### config.mk
export PLATFORM = sky130hd
export DESIGN_NAME = itoa_front
export DESIGN_NICKNAME = d
export VERILOG_FILES = /design/src/hdl/itoa_pkg.sv /design/src/hdl/itoa_front.sv
export SDC_FILE = /design/constraint.sdc
export NUM_CORES = 1
export LEC_CHECK = 0
export BUFFER_PORTS_ARGS = -buffer_cell sky130_fd_sc_hd__buf_4
export CAP_MARGIN = 25
export CORE_MARGIN = 5
export CORE_UTILIZATION = 40
export DETAILED_ROUTE_END_ITERATION = 16
export GPL_ROUTABILITY_DRIVEN = 0
export HOLD_SLACK_MARGIN = 0.1
export PLACE_DENSITY = 0.7
export SETUP_SLACK_MARGIN = 0.1
export SYNTH_ARGS = -nofsm -noshare
export SYNTH_HDL_FRONTEND = slang
export SYNTH_SLANG_ARGS = --single-unit
### constraint.sdc
create_clock -name clk -period 1.74 [get_ports clk]
set_input_delay 0.174 -clock clk [delete_from_list [all_inputs] [get_ports clk]]
set_output_delay 0.174 -clock clk [all_outputs]
set_load 0.02 [all_outputs]
### src/hdl/itoa_pkg.sv
// Shared types and constants for the signed integer to decimal ASCII block.
`timescale 1ns / 1ps

package itoa_pkg;

    localparam int unsigned VALUE_W    = 32;
    localparam int unsigned CHAR_W     = 8;
    localparam int unsigned MAX_DIGITS = 10;
    localparam int unsigned NDIG_W     = 4;
    localparam int unsigned BCD_W      = 4;

    localparam logic [CHAR_W-1:0]  CHAR_ZERO   = 8'h30;
    localparam logic [CHAR_W-1:0]  CHAR_MINUS  = 8'h2D;
    // ceil(2^35 / 10): floor(x * DIV10_RECIP / 2^35) == x / 10 for any 32-bit x
    localparam logic [VALUE_W-1:0] DIV10_RECIP = 32'hCCCC_CCCD;
    localparam int unsigned        DIV10_SHIFT = 35;

    // classified request: sign and unsigned magnitude
    typedef struct packed {
        logic               neg;
        logic [VALUE_W-1:0] mag;
    } itoa_req_t;

    // converted request: digits least significant first
    typedef struct packed {
        logic                             neg;
        logic [NDIG_W-1:0]                ndig;
        logic [MAX_DIGITS-1:0][BCD_W-1:0] digits;
    } itoa_dig_t;

endpackage

### src/hdl/itoa_front.sv
// Front stage: accepts integers and splits them into sign and magnitude.
`timescale 1ns / 1ps

module itoa_front
    import itoa_pkg::*;
(
    input  logic                      clk,
    input  logic                      rst_n,
    input  logic signed [VALUE_W-1:0] value,
    input  logic                      value_valid,
    output logic                      value_ready,
    output logic                      req_valid,
    input  logic                      req_ready,
    output itoa_req_t                 req
);

    logic      valid_reg;
    logic      valid_next;
    itoa_req_t req_reg;
    itoa_req_t req_next;
    logic      take;

    assign value_ready = !valid_reg || req_ready;
    assign take        = value_valid && value_ready;

    always_comb
    begin
        req_next = req_reg;
        if (take)
        begin
            req_next.neg = value[VALUE_W-1];
            req_next.mag = value[VALUE_W-1] ? (VALUE_W'(0) - $unsigned(value))
                                            : $unsigned(value);
        end
        if (take)
            valid_next = 1'b1;
        else if (req_ready)
            valid_next = 1'b0;
        else
            valid_next = valid_reg;
    end

    always_ff @(posedge clk or negedge rst_n)
    begin
        if (!rst_n)
            valid_reg <= 1'b0;
        else
            valid_reg <= valid_next;
    end

    always_ff @(posedge clk)
    begin
        req_reg <= req_next;
    end

    assign req_valid = valid_reg;
    assign req       = req_reg;

endmodule

### Yosys cells after proc, flatten, opt, wreduce, memory -nomap -nowiden

Cells that the tools add are included.
W data, S select, Z words.

* bits in registers: 34
* output and inout bits: 35
* word-level logic and storage cells: 12

* add/sub/neg operators: 1
* muxes and demuxes: 3
* reduce and logical (&&, ||, !) cells: 4

Operators with widths (count)
* $sub A1 B32 Y32 const A: 1
* $mux W31: 1
* $mux W1: 2
* $reduce_bool A2 Y1: 1
* $logic_and A1 B1 Y1: 1
* $logic_not A1 Y1: 1
* $logic_or A1 B1 Y1: 1

### Depth between registers and ports, before layout

* depth after elaboration: 4
* mapped depth: 5

### Worst setup path after synthesis

Ideal clock, no wire load.

* path kind: register to register
* start point: reg valid_reg (netlist: req_valid)
* end point: reg req_reg, in the netlist req[0], enable pin
* data arrival time: 1.556 ns
* slack: -0.209 ns
* stages on the path, launching flop included: 3
* path buffers: 0
* period minus slack after synthesis: 1.949 ns
* cells stage by stage: dfrtp_1 nand2b_1 and2_1

* longest elaborated chain between the ends: 3

RTL lines
* start: declaration: RTL line itoa_front.sv:17 `logic valid_reg;`
* start signal: assignment: RTL line itoa_front.sv:48 `valid_reg <= valid_next;`
* $logic_not A1 Y1: RTL line itoa_front.sv:23 `assign value_ready = !valid_reg || req_ready;`
* $logic_or A1 B1 Y1: RTL line itoa_front.sv:23
* net value_ready: RTL line itoa_front.sv:11 `output logic value_ready,`
* $logic_and A1 B1 Y1: RTL line itoa_front.sv:24 `assign take = value_valid && value_ready;`
* net take: RTL line itoa_front.sv:21 `logic take;`
* end signal: assignment: RTL line itoa_front.sv:53 `req_reg <= req_next;`
* end: declaration: RTL line itoa_front.sv:19 `itoa_req_t req_reg;`

The timed path passes the listed nets, and every way through them passes these cells.
A chain may end at the register's enable or synchronous reset.

### Final worst setup path

* start point: in value[17]
* end point: reg req_reg, in the netlist req[23] (data pin)

* longest elaborated chain between the ends: 2

RTL lines
* start: declaration: RTL line itoa_front.sv:9 `input logic signed [VALUE_W-1:0] value,`
* $sub A1 B32 Y32: RTL line itoa_front.sv:32 `req_next.mag = value[VALUE_W-1] ? (VALUE_W'(0) - $unsigned(value))`
* $mux W31: RTL line itoa_front.sv:32

No other way between the ends.

==> flow_summary.toml <==
[status]
status = "completed"

[layout]
diodes = 0
drive_gt1_frac = 0.438
largest_reg_flops = 33
utilization = 0.588
seqCellArea_sq_um = 1020
fill_cells = 368
fin_cells = 271
fin_nets = 256
syn_to_final_growth_pct = 42.0
multi_input_area_sq_um = 771

[floorplan]
rows = 24
die_y_um = 77.2
die_x_um = 77.2
start_util = 0.414
fp.dieArea_sq_um = 5950
core_sq_um = 4350
ios = 71

[drt]
wl_met1_um = 1830
routed_via_density = 5.11
drtIter0Drc = 80
wl_met2_um = 2120
drt_wl_total_um = 4310
vias = 1384
drc_errors = 0
wl_per_cell_um = 15.9
drt-pass1-iter-count = 4
drtAntennaViolNets = 0
routed.top_layer = "met4"
wl_met3_um = 318

[setup_path]
r2r_cells = 3
crit_buf_inv = 2
critical-path-slowest-cell = "nor3_1"
worstPathArrival_ns = 1.45
required_ns = 1.77
cp-end-kind = "register"
cpMostUsedCell = "buf_4"
cpLargestDelayFamily = "simple AND/OR/NAND/NOR gates"
critPathMaxStageDelay_ns = 0.37
cp-start-kind = "input pin"
crit_path_cell_trace = "buf_4 > nor3_1 > nand3_1 > buf_4 > o21ai_0 > xnor2_1"
crit_fanout = 5
cp.depth = 6
critPathKind = "input pin to register"

[grt]
grt_pass1_wl_um = 7040
antenna_found_initial = 0
grt-ovfl-total = 0
grt_max_degree = 34
grt_use_total = 0.146
grt_pass1_vias = 1403

[cts]
cts.htree.levels = 2
cts_resized = 0
cts_tree = "yes"
numCtsBuffers = 5
root_buffer = "clkbuf_8"
clockBufferDepth = 2
cts_sinks = 34
clk_transition_reported_paths_ns = 0.07
postCtsSetupRepairBufs = 0
cts-hold-fix-buffers = 3
clock_latency_ns = 0.28

[sta]
timing.fmax_ghz = 0.704
relSlewSlack = 0.728
period_share = 0.816
hold_viol_final = 0
final-max-slew-violation-count = 0
tightest_slew_ns = 0.405
hold_ws_ns = 0.188
period_needed_ns = 1.42
finalSetupViolations = 0
skew_ns = 0.00314
rsz0062_at_grt = "false"

[logic_synthesis]
synth.cell_area_sq_um = 1800
syn_nets = 172
syn_area_per_cell_sq_um = 13.5
synthCells = 134
ys_seq_elements = 34
yosysUniqueCellTypes = 28
synth-seq-area-share = 0.563
yosys_warnings = 0

[placed_design]
io_buffers = 70
hpwl_um = 3290
dp_cells = 260

[pwr]
pwr-share-comb = 0.218
p_leak_uw = 0.000966
p_sw_frac = 0.266
switchingPower_uw = 526
power_density_nw_per_um2 = 773
peakVddDrop_mv = 0.318
p_clk_frac = 0.280
p_int_uw = 1450
power_uw = 1980
power_frac_seq = 0.502

[worst_hold_path]
hold_class = "input pin to register"
hold_depth = 2

[job]
drv_cap = 0
[metrics by stage]
stage	instance area, sq um	setup WS [ns]	setup TNS (ns)
after floorplan	1810	0.129	0
after global placement	2450	0.0279	0
after detailed placement	2450	-0.000489	-0.000489
after CTS	2560	0.318	0
after global routing	2560	0.211	0
final	2560	0.320	0
[cells in the final DEF (no fill, tap or decap), types with 2 or more instances in the layout]
cell type,synthesis,layout
buf_4,0,76
clkbuf_8,0,5
dlygate4sd3_1,0,3
edfxtp_1,33,33
ha_1,2,2
inv_1,2,2
nand2_1,12,12
nand2b_1,3,3
nor2_1,5,5
nor3_1,2,2
nor4_1,2,2
nor4_4,2,2
o21ai_0,8,8
o31ai_1,10,10
o41ai_2,6,6
or3_1,2,2
or4_1,2,2
xnor2_1,29,29
[cells in the mapped netlist (all sizes together)]
cell	number	area (sq um)
nor4	5	67.6
or4b	1	10.0
ha	2	25.0
inv	2	7.51
buf	2	7.51
xnor2	29	254
o41ai	7	106
or4	2	15.0
nor2	5	18.8
o31ai	11	87.6
and2	1	6.26
clkbuf	1	3.75
or3	2	12.5
nand3b	1	7.51
dfrtp	1	25.0
nand3	1	5.00
nand4	3	40.0
o21ai	8	40.0
nand2	12	45.0
edfxtp	33	991
nor3	2	10.0
nand2b	3	18.8
[path summary, 6_finish.rpt]
check                      startpoint   endpoint  slack [ns]
max in group asynchronous       rst_n  req_valid        1.46
min in group asynchronous       rst_n  req_valid        0.20
max reg2reg                 req_valid    req[30]        0.55
min                         value[11]    req[11]        0.19
max                         value[17]    req[23]        0.32
min reg2reg                 req_valid  req_valid        0.55
[per-layer routing]
layer | up-vias | track usage
li1 | 680 | -
met1 | 643 | 0.178
met2 | 55 | 0.241
met3 | 6 | 0.0375
met4 | 0 | 0.0619
met5 | - | 0
[final cells by class]
cell class | instances | share of cell area
well taps | 52 | 0.0254
multi-input cells | 95 | 0.301
repair buffers | 80 | 0.242
clock buffers | 6 | 0.0283
flip-flops and latches | 34 | 0.397
clock inverters | 2 | 0.00342
inverters | 2 | 0.00293
[power groups by stage]
stage / sequential, uW / clock [uW] / combinational (uW)
4_1_cts: 995 / 565 / 436
5_1_grt: 1000 / 594 / 464
3_3_place_gp: 1010 / 0 / 424
3_5_place_dp: 1010 / 0 / 430
6_report: 993 / 555 / 433
2_1_floorplan: 1080 / 0 / 133
[cells by family after synthesis]
group	count (synthesis)	synth area share
simple gates	38	0.142
flops	34	0.563
xor+xnor	29	0.141
compound gates	26	0.130
buf+inv	5	0.0104
fa+ha+maj	2	0.0139
Power figures use the tool's default switching activity.
