### src/hdl/itoa_pkg.sv
// Shared types and constants for the signed integer to decimal ASCII block.
`timescale 1ns / 1ps

package itoa_pkg;

    localparam int unsigned VALUE_W    = 32;
    localparam int unsigned CHAR_W     = 8;
    localparam int unsigned MAX_DIGITS = 10;
    localparam int unsigned NDIG_W     = 4;
    localparam int unsigned BCD_W      = 4;

    localparam logic [CHAR_W-1:0]  CHAR_ZERO   = 8'h30;
    localparam logic [CHAR_W-1:0]  CHAR_MINUS  = 8'h2D;
    // ceil(2^35 / 10): floor(x * DIV10_RECIP / 2^35) == x / 10 for any 32-bit x
    localparam logic [VALUE_W-1:0] DIV10_RECIP = 32'hCCCC_CCCD;
    localparam int unsigned        DIV10_SHIFT = 35;

    // classified request: sign and unsigned magnitude
    typedef struct packed {
        logic               neg;
        logic [VALUE_W-1:0] mag;
    } itoa_req_t;

    // converted request: digits least significant first
    typedef struct packed {
        logic                             neg;
        logic [NDIG_W-1:0]                ndig;
        logic [MAX_DIGITS-1:0][BCD_W-1:0] digits;
    } itoa_dig_t;

endpackage

### src/hdl/itoa_fifo.sv
// Short request queue between the front stage and the converter.
`timescale 1ns / 1ps

module itoa_fifo
    import itoa_pkg::*;
#(
    parameter int unsigned DEPTH = 2
)
(
    input  logic      clk,
    input  logic      rst_n,
    input  logic      wr_valid,
    output logic      wr_ready,
    input  itoa_req_t wr_data,
    output logic      rd_valid,
    input  logic      rd_ready,
    output itoa_req_t rd_data
);

    localparam int unsigned PTR_W = (DEPTH > 1) ? $clog2(DEPTH) : 1;
    localparam int unsigned CNT_W = $clog2(DEPTH + 1);
    localparam logic [PTR_W-1:0] LAST_PTR = PTR_W'(DEPTH - 1);
    localparam logic [CNT_W-1:0] FULL_CNT = CNT_W'(DEPTH);

    itoa_req_t        mem [DEPTH];
    logic [PTR_W-1:0] wr_ptr_reg;
    logic [PTR_W-1:0] wr_ptr_next;
    logic [PTR_W-1:0] rd_ptr_reg;
    logic [PTR_W-1:0] rd_ptr_next;
    logic [CNT_W-1:0] count_reg;
    logic [CNT_W-1:0] count_next;
    logic             push;
    logic             pop;

    assign wr_ready = (count_reg != FULL_CNT);
    assign rd_valid = (count_reg != '0);
    assign push     = wr_valid && wr_ready;
    assign pop      = rd_valid && rd_ready;
    assign rd_data  = mem[rd_ptr_reg];

    always_comb
    begin
        wr_ptr_next = wr_ptr_reg;
        rd_ptr_next = rd_ptr_reg;
        count_next  = count_reg;
        if (push)
            wr_ptr_next = (wr_ptr_reg == LAST_PTR) ? '0 : wr_ptr_reg + PTR_W'(1);
        if (pop)
            rd_ptr_next = (rd_ptr_reg == LAST_PTR) ? '0 : rd_ptr_reg + PTR_W'(1);
        if (push && !pop)
            count_next = count_reg + CNT_W'(1);
        else if (pop && !push)
            count_next = count_reg - CNT_W'(1);
    end

    always_ff @(posedge clk or negedge rst_n)
    begin
        if (!rst_n)
        begin
            wr_ptr_reg <= '0;
            rd_ptr_reg <= '0;
            count_reg  <= '0;
        end
        else
        begin
            wr_ptr_reg <= wr_ptr_next;
            rd_ptr_reg <= rd_ptr_next;
            count_reg  <= count_next;
        end
    end

    always_ff @(posedge clk)
    begin
        if (push)
            mem[wr_ptr_reg] <= wr_data;
    end

endmodule

### config.mk
export PLATFORM = sky130hd
export DESIGN_NAME = itoa_fifo
export DESIGN_NICKNAME = d
export VERILOG_FILES = /design/src/hdl/itoa_pkg.sv /design/src/hdl/itoa_fifo.sv
export SDC_FILE = /design/constraint.sdc
export NUM_CORES = 1
export LEC_CHECK = 0
export BUFFER_PORTS_ARGS = -buffer_cell sky130_fd_sc_hd__buf_2
export CAP_MARGIN = 40
export CELL_PAD_IN_SITES_DETAIL_PLACEMENT = 1
export CELL_PAD_IN_SITES_GLOBAL_PLACEMENT = 1
export CORE_MARGIN = 2
export CORE_UTILIZATION = 44
export CTS_CLUSTER_DIAMETER = 200
export CTS_CLUSTER_SIZE = 12
export DETAILED_ROUTE_END_ITERATION = 6
export GPL_TIMING_DRIVEN = 0
export HOLD_SLACK_MARGIN = 0.08
export PLACE_DENSITY_LB_ADDON = 0.3
export SYNTH_ARGS = -nofsm -noshare
export SYNTH_HDL_FRONTEND = slang
export SYNTH_SLANG_ARGS = --single-unit
### constraint.sdc
create_clock -name clk -period 2.8 [get_ports clk]
set_input_delay 0.14 -clock clk [delete_from_list [all_inputs] [get_ports clk]]
set_output_delay 0.14 -clock clk [all_outputs]
set_load 0.005 [all_outputs]
* Yosys cells after proc, flatten, opt, wreduce, memory -nomap -nowiden
Memory sizes are Yosys's and may differ from the RTL's.
Cells that the tools add are included.
** Storage, ports and cells
- Register bits after elaboration :: 4
- Input port bits :: 37
- Word-level logic and storage cells :: 23
- Memory bits (writable) :: 66
- Output and inout port bits :: 35
- Memories kept :: 1
** Operators by class
- Equality and inequality tests :: 1
- Reduce and logical (&&, ||, !) cells :: 8
- Multiplexer cells :: 6
- Add/subtract/negate cells :: 4
** Memories
- mem :: words 2, bits a word 33, read ports 1, clocked after memory_dff 0, write ports 1, RTL line itoa_fifo.sv:25 : itoa_req_t mem [DEPTH];
** Operators with widths (count)
- logical AND 1 bit :: 4
- 2-to-1 mux 1 bit :: 4
- 2-to-1 mux 2 bit :: 2
- nonzero test 2 bit :: 2
- adder 1 bit, second input constant :: 2
- adder 2 x 1 -> 2 bit, second input constant :: 1
- logical NOT 1 bit :: 2
- != test 2 bit, second input constant :: 1
- subtractor 2 x 1 -> 2 bit, second input constant :: 1

* Logic depth before layout (Yosys ltp)
- Depth after elaboration :: 6
- Gate-level depth with buffers :: 7
- Depth with buffers taken out :: 7

* Worst setup path before layout
OpenSTA, ideal clock, no wires.
- Path type :: register -> register
- Start :: register count_reg[0]
- End :: memory mem[0][0] (netlist name), enable pin
- Arrival time :: 2.045 ns
- Library setup time :: 0.423 ns
- Period minus slack after synthesis :: 2.468 ns
- Setup slack :: 0.332 ns
- Data required time :: 2.377 ns
- Stages on the path, launching flop included :: 4
- Buffers on the path :: 0
- Cell sequence :: dfrtp_1 > nand2b_1 > nand2_1 > nor2_1
** Between the ends
- Cells in the longest elaborated chain, start to end :: 4
** Ends and longest elaborated chain
- start: declaration :: RTL line itoa_fifo.sv:30 : logic [CNT_W-1:0] count_reg;
- start signal: assignment :: RTL line itoa_fifo.sv:68 : count_reg <= count_next;
- != test 2 bit :: RTL line itoa_fifo.sv:35 : assign wr_ready = (count_reg != FULL_CNT);
- via wr_ready :: RTL line itoa_fifo.sv:13 : output logic wr_ready,
- logical AND 1 bit :: RTL line itoa_fifo.sv:37 : assign push = wr_valid && wr_ready;
- 2-to-1 mux 1 bit :: RTL line itoa_fifo.sv:74 : if (push)
- 2-to-1 mux 1 bit (implied by the code) :: RTL line itoa_fifo.sv:75 : mem[wr_ptr_reg] <= wr_data;
- end: declaration :: RTL line itoa_fifo.sv:25
The timed path passes the listed nets, and every way through them passes these cells.

* Final worst setup path
- Start :: register count_reg[0]
- End :: memory mem[1][25] (netlist name), enable pin
** Between the ends
- Cells in the longest elaborated chain, start to end :: 4
** Ends and longest elaborated chain (RTL line)
- != test 2 bit :: itoa_fifo.sv:35
- logical AND 1 bit :: itoa_fifo.sv:37
- 2-to-1 mux 1 bit :: itoa_fifo.sv:74
- 2-to-1 mux 1 bit (implied by the code) :: itoa_fifo.sv:75
No other way between the ends.

==> run summary <==
Of all nets on the critical path, the largest fanout is 33. The number of max-slew violations in the final report is 0. The post-route fraction of the period consumed by the critical path is 61.8%. The number of buffers between clock root and the deepest sink is 2. The count of endpoints failing hold in the final timing report came out at 0.

The buffering stage count on the worst path with inverters included came out at 0. During I/O placement, the number of pins put on the boundary was 72. The number of placement rows is 28. Data on the critical path arrives at its endpoint at 1.69 ns.

The height of the chip came out at 82.7 um. The critical path's largest stage delay came out at 0.75 ns. For flop-to-flop paths, the worst setup slack is 1.07 ns. The sequential cell area fraction in the yosys report is 76.3%. The slowest cell on the critical path is sky130_fd_sc_hd__and3_2. The global-route congestion overflow total came out at 0.

The remaining antenna violation count after routing is 0. The share of synthesized area in the top cell type comes to 72.7%. Setup total negative slack on the finished layout was measured at 0 ns.

The number of flip-flops and latches in the synthesized netlist is 70. The timing-limited maximum frequency came out at 578 MHz. The worst path in the final design needs a cycle of 1.73 ns, including I/O delays and setup. The quantity of hold-fixing buffers added after cts is 34. Setup repair after global routing left no endpoint under its margin.

The net count of the mapped netlist came out at 159. Once placement completed, the tool counted placed cells totaling 268. At the end of the flow, the number of nets in the layout was 276. The count of different cell masters after synthesis is 15. The count of filler cells inserted in the layout came out at 545. The first-pass GRT wire length is 8.34 mm. The chip width is 82.7 um. For this run, design rule violations remaining after detail routing come to 0.

The count of input and output buffers is 71. Headroom to the max-slew limit came out at 45.1%. The via total after detailed routing came out at 1487. The static leakage came out at 0.00153 uW. The biggest area contributor in the post-synthesis netlist is sky130_fd_sc_hd__edfxtp_1. TritonCTS built the clock tree. The via density per instance is 4.68.

The initial core utilization is 45.8%. The number of antenna violations at the first check in global routing came out at 0. The synthesized area per cell is 22.5 um^2. The setup violation total in the final timing report came out at 0. The reported max-cap violation count is 0.

Data on the critical path is required at its endpoint by 2.76 ns. The final HPWL from detailed placement came out at 3.22 mm. The number of global-route vias before repair came out at 1698. The synthesized instance count came out at 121.

The clock sink count came out at 70. In the global route stage, overall resource usage came out at 17.5%. The final wirelength came out at 5.50 mm.

The clock slew seen by the registers of the worst setup and hold paths came out at 0.07 ns. The number of gates resized after CTS came out at 0. Clock latency on the worst-skew pair, taken at its later pin, is 0.33 ns.

The highest ir drop seen on vdd is 671 uV. The path class of the tightest hold or removal check is in2reg. The non-filler instance count after layout is 318. The run finished with clean final reports. The transition time at the pin with the least slew margin came out at 0.823 ns.

After detailed routing, the average wire length per cell comes to 17.3 um. The number of setup buffers added after CTS is 0. Routability-driven placement finished with a final weighted congestion of 0.639. The library cell used most frequently in the layout, excluding fill and tap cells, is sky130_fd_sc_hd__buf_2. From synthesis to final layout, the design area changed by 37.8%. The register with the most flip-flops in the layout has 66 of them. Traced cell by cell, the critical path runs through nand2b_1 -> and3_2.

The critical path is of the reg2reg type. The number of buffers inserted during clock tree synthesis is 9. In this run the cell area of the synthesized design comes to 2730 um^2. Broken down by cell family, the worst path's largest delay share belongs to simple AND/OR/NAND/NOR gates. The diode insertion count for antenna repair is 0. The first detailed-routing pass ran for 4 iterations. The number of warnings printed during yosys synthesis is 0. The number of H-tree branching levels came out at 3. The post-route netlist has 51.0% of its cells at a drive strength greater than 1. Ranked by total cell area, the synthesized netlist is headed by sky130_fd_sc_hd__edfxtp_1 73%, sky130_fd_sc_hd__mux2_4 16%, sky130_fd_sc_hd__dfrtp_1 3.7%, sky130_fd_sc_hd__buf_12 2.2%, sky130_fd_sc_hd__mux2_2 1.7%.

Power spread over the standard cell area amounts to 965 nW/um^2. The worst setup path is captured at a register. The cell at the root of the clock tree is sky130_fd_sc_hd__clkbuf_8. Entering global routing, the biggest net connects 34 pins. The floorplan step defined a die boundary enclosing 6850 um^2. In the layout the commonest cells are 71 x sky130_fd_sc_hd__buf_2, 66 x sky130_fd_sc_hd__edfxtp_1, 34 x sky130_fd_sc_hd__dlygate4sd3_1.

Clock skew on the completed layout was measured at 0.00830 ns. The floorplan step defined a core boundary enclosing 5960 um^2. The element type at the critical path start is a register. The first-iteration detailed-routing DRC count came out at 84.
## stage by stage
step	util [%]	hold WS (ns)	total power [uW]	area [um^2]	setup slack, ns
floorplan	-	-0.156	2330	2730	0.332
global placement	53.3	-0.0552	2680	3180	-0.346
detailed placement	53.9	-0.0487	2760	3210	1.07
CTS	63.1	0.0932	3660	3760	1.05
global route	63.1	0.120	3820	3760	0.965
finish	63.1	0.121	3630	3760	1.07
## Yosys cell counts
library cell               count
sky130_fd_sc_hd__and3_1        1
sky130_fd_sc_hd__buf_12        3
sky130_fd_sc_hd__buf_6         1
sky130_fd_sc_hd__dfrtp_1       4
sky130_fd_sc_hd__edfxtp_1     66
sky130_fd_sc_hd__ha_1          1
sky130_fd_sc_hd__inv_1         1
sky130_fd_sc_hd__mux2_2        4
sky130_fd_sc_hd__mux2_4       29
sky130_fd_sc_hd__nand2_1       2
sky130_fd_sc_hd__nand2b_1      1
sky130_fd_sc_hd__nor2_1        2
sky130_fd_sc_hd__or2_1         1
sky130_fd_sc_hd__xnor2_1       3
sky130_fd_sc_hd__xor2_1        2
## power breakdown
part	internal [uW]	switching, uW
Clock	496	359
Combinational	711	538
Sequential	1440	84.7
## logic make-up (layout without fill, tap and decap cells)
group	after synthesis	count (layout)	share of synthesized area, %
xor gates and xnor gates	5	5	1.61
adders and majority gates	1	1	0.459
buffers and inverters	5	127	2.75
DFF	70	70	76.3
muxes	33	33	17.6
and+or+nand+nor	7	7	1.24
## layout make-up
class,instances,area (um^2),area share (%)
inverter,1,3.75,0.0999
buffer,4,71.3,1.90
tap,75,93.8,2.50
clock buffer,11,131,3.50
sequential,70,2080,55.4
multi-input combinational,46,579,15.4
timing repair buffer,106,723,19.2
clock inverter,5,73.8,1.96
## worst paths after layout
path	from	end	cells past startpoint
max in group asynchronous	rst_n	count_reg[0]$_DFFE_PN0P_	2
worst min register to register	count_reg[1]$_DFFE_PN0P_	count_reg[1]$_DFFE_PN0P_	1
worst max register to register	count_reg[0]$_DFFE_PN0P_	mem[1][25]$_DFFE_PP_	2
worst min-delay path	rd_ready	rd_ptr_reg$_DFFE_PN0P_	3
worst max-delay path	count_reg[0]$_DFFE_PN0P_	mem[1][25]$_DFFE_PP_	2
min in group asynchronous	rst_n	count_reg[1]$_DFFE_PN0P_	2
## routing by layer
| metal | GRT usage [%] | up-vias | part of all wire [%] |
|---|---|---|---|
| met5 | 0 | - | 0 |
| met4 | 6.56 | 0 | 1.3 |
| met1 | 19.4 | 725 | 38 |
| met2 | 31.6 | 53 | 56 |
| li1 | - | 699 | - |
| met3 | 5.43 | 10 | 4.4 |
## worst register-to-register path, stage by stage (launching register included)
cell,delay [ns]
sky130_fd_sc_hd__dfrtp_1,0.42
sky130_fd_sc_hd__nand2b_1,0.17
sky130_fd_sc_hd__and3_2,0.75
Note: power is estimated with default switching activity, not from simulation.
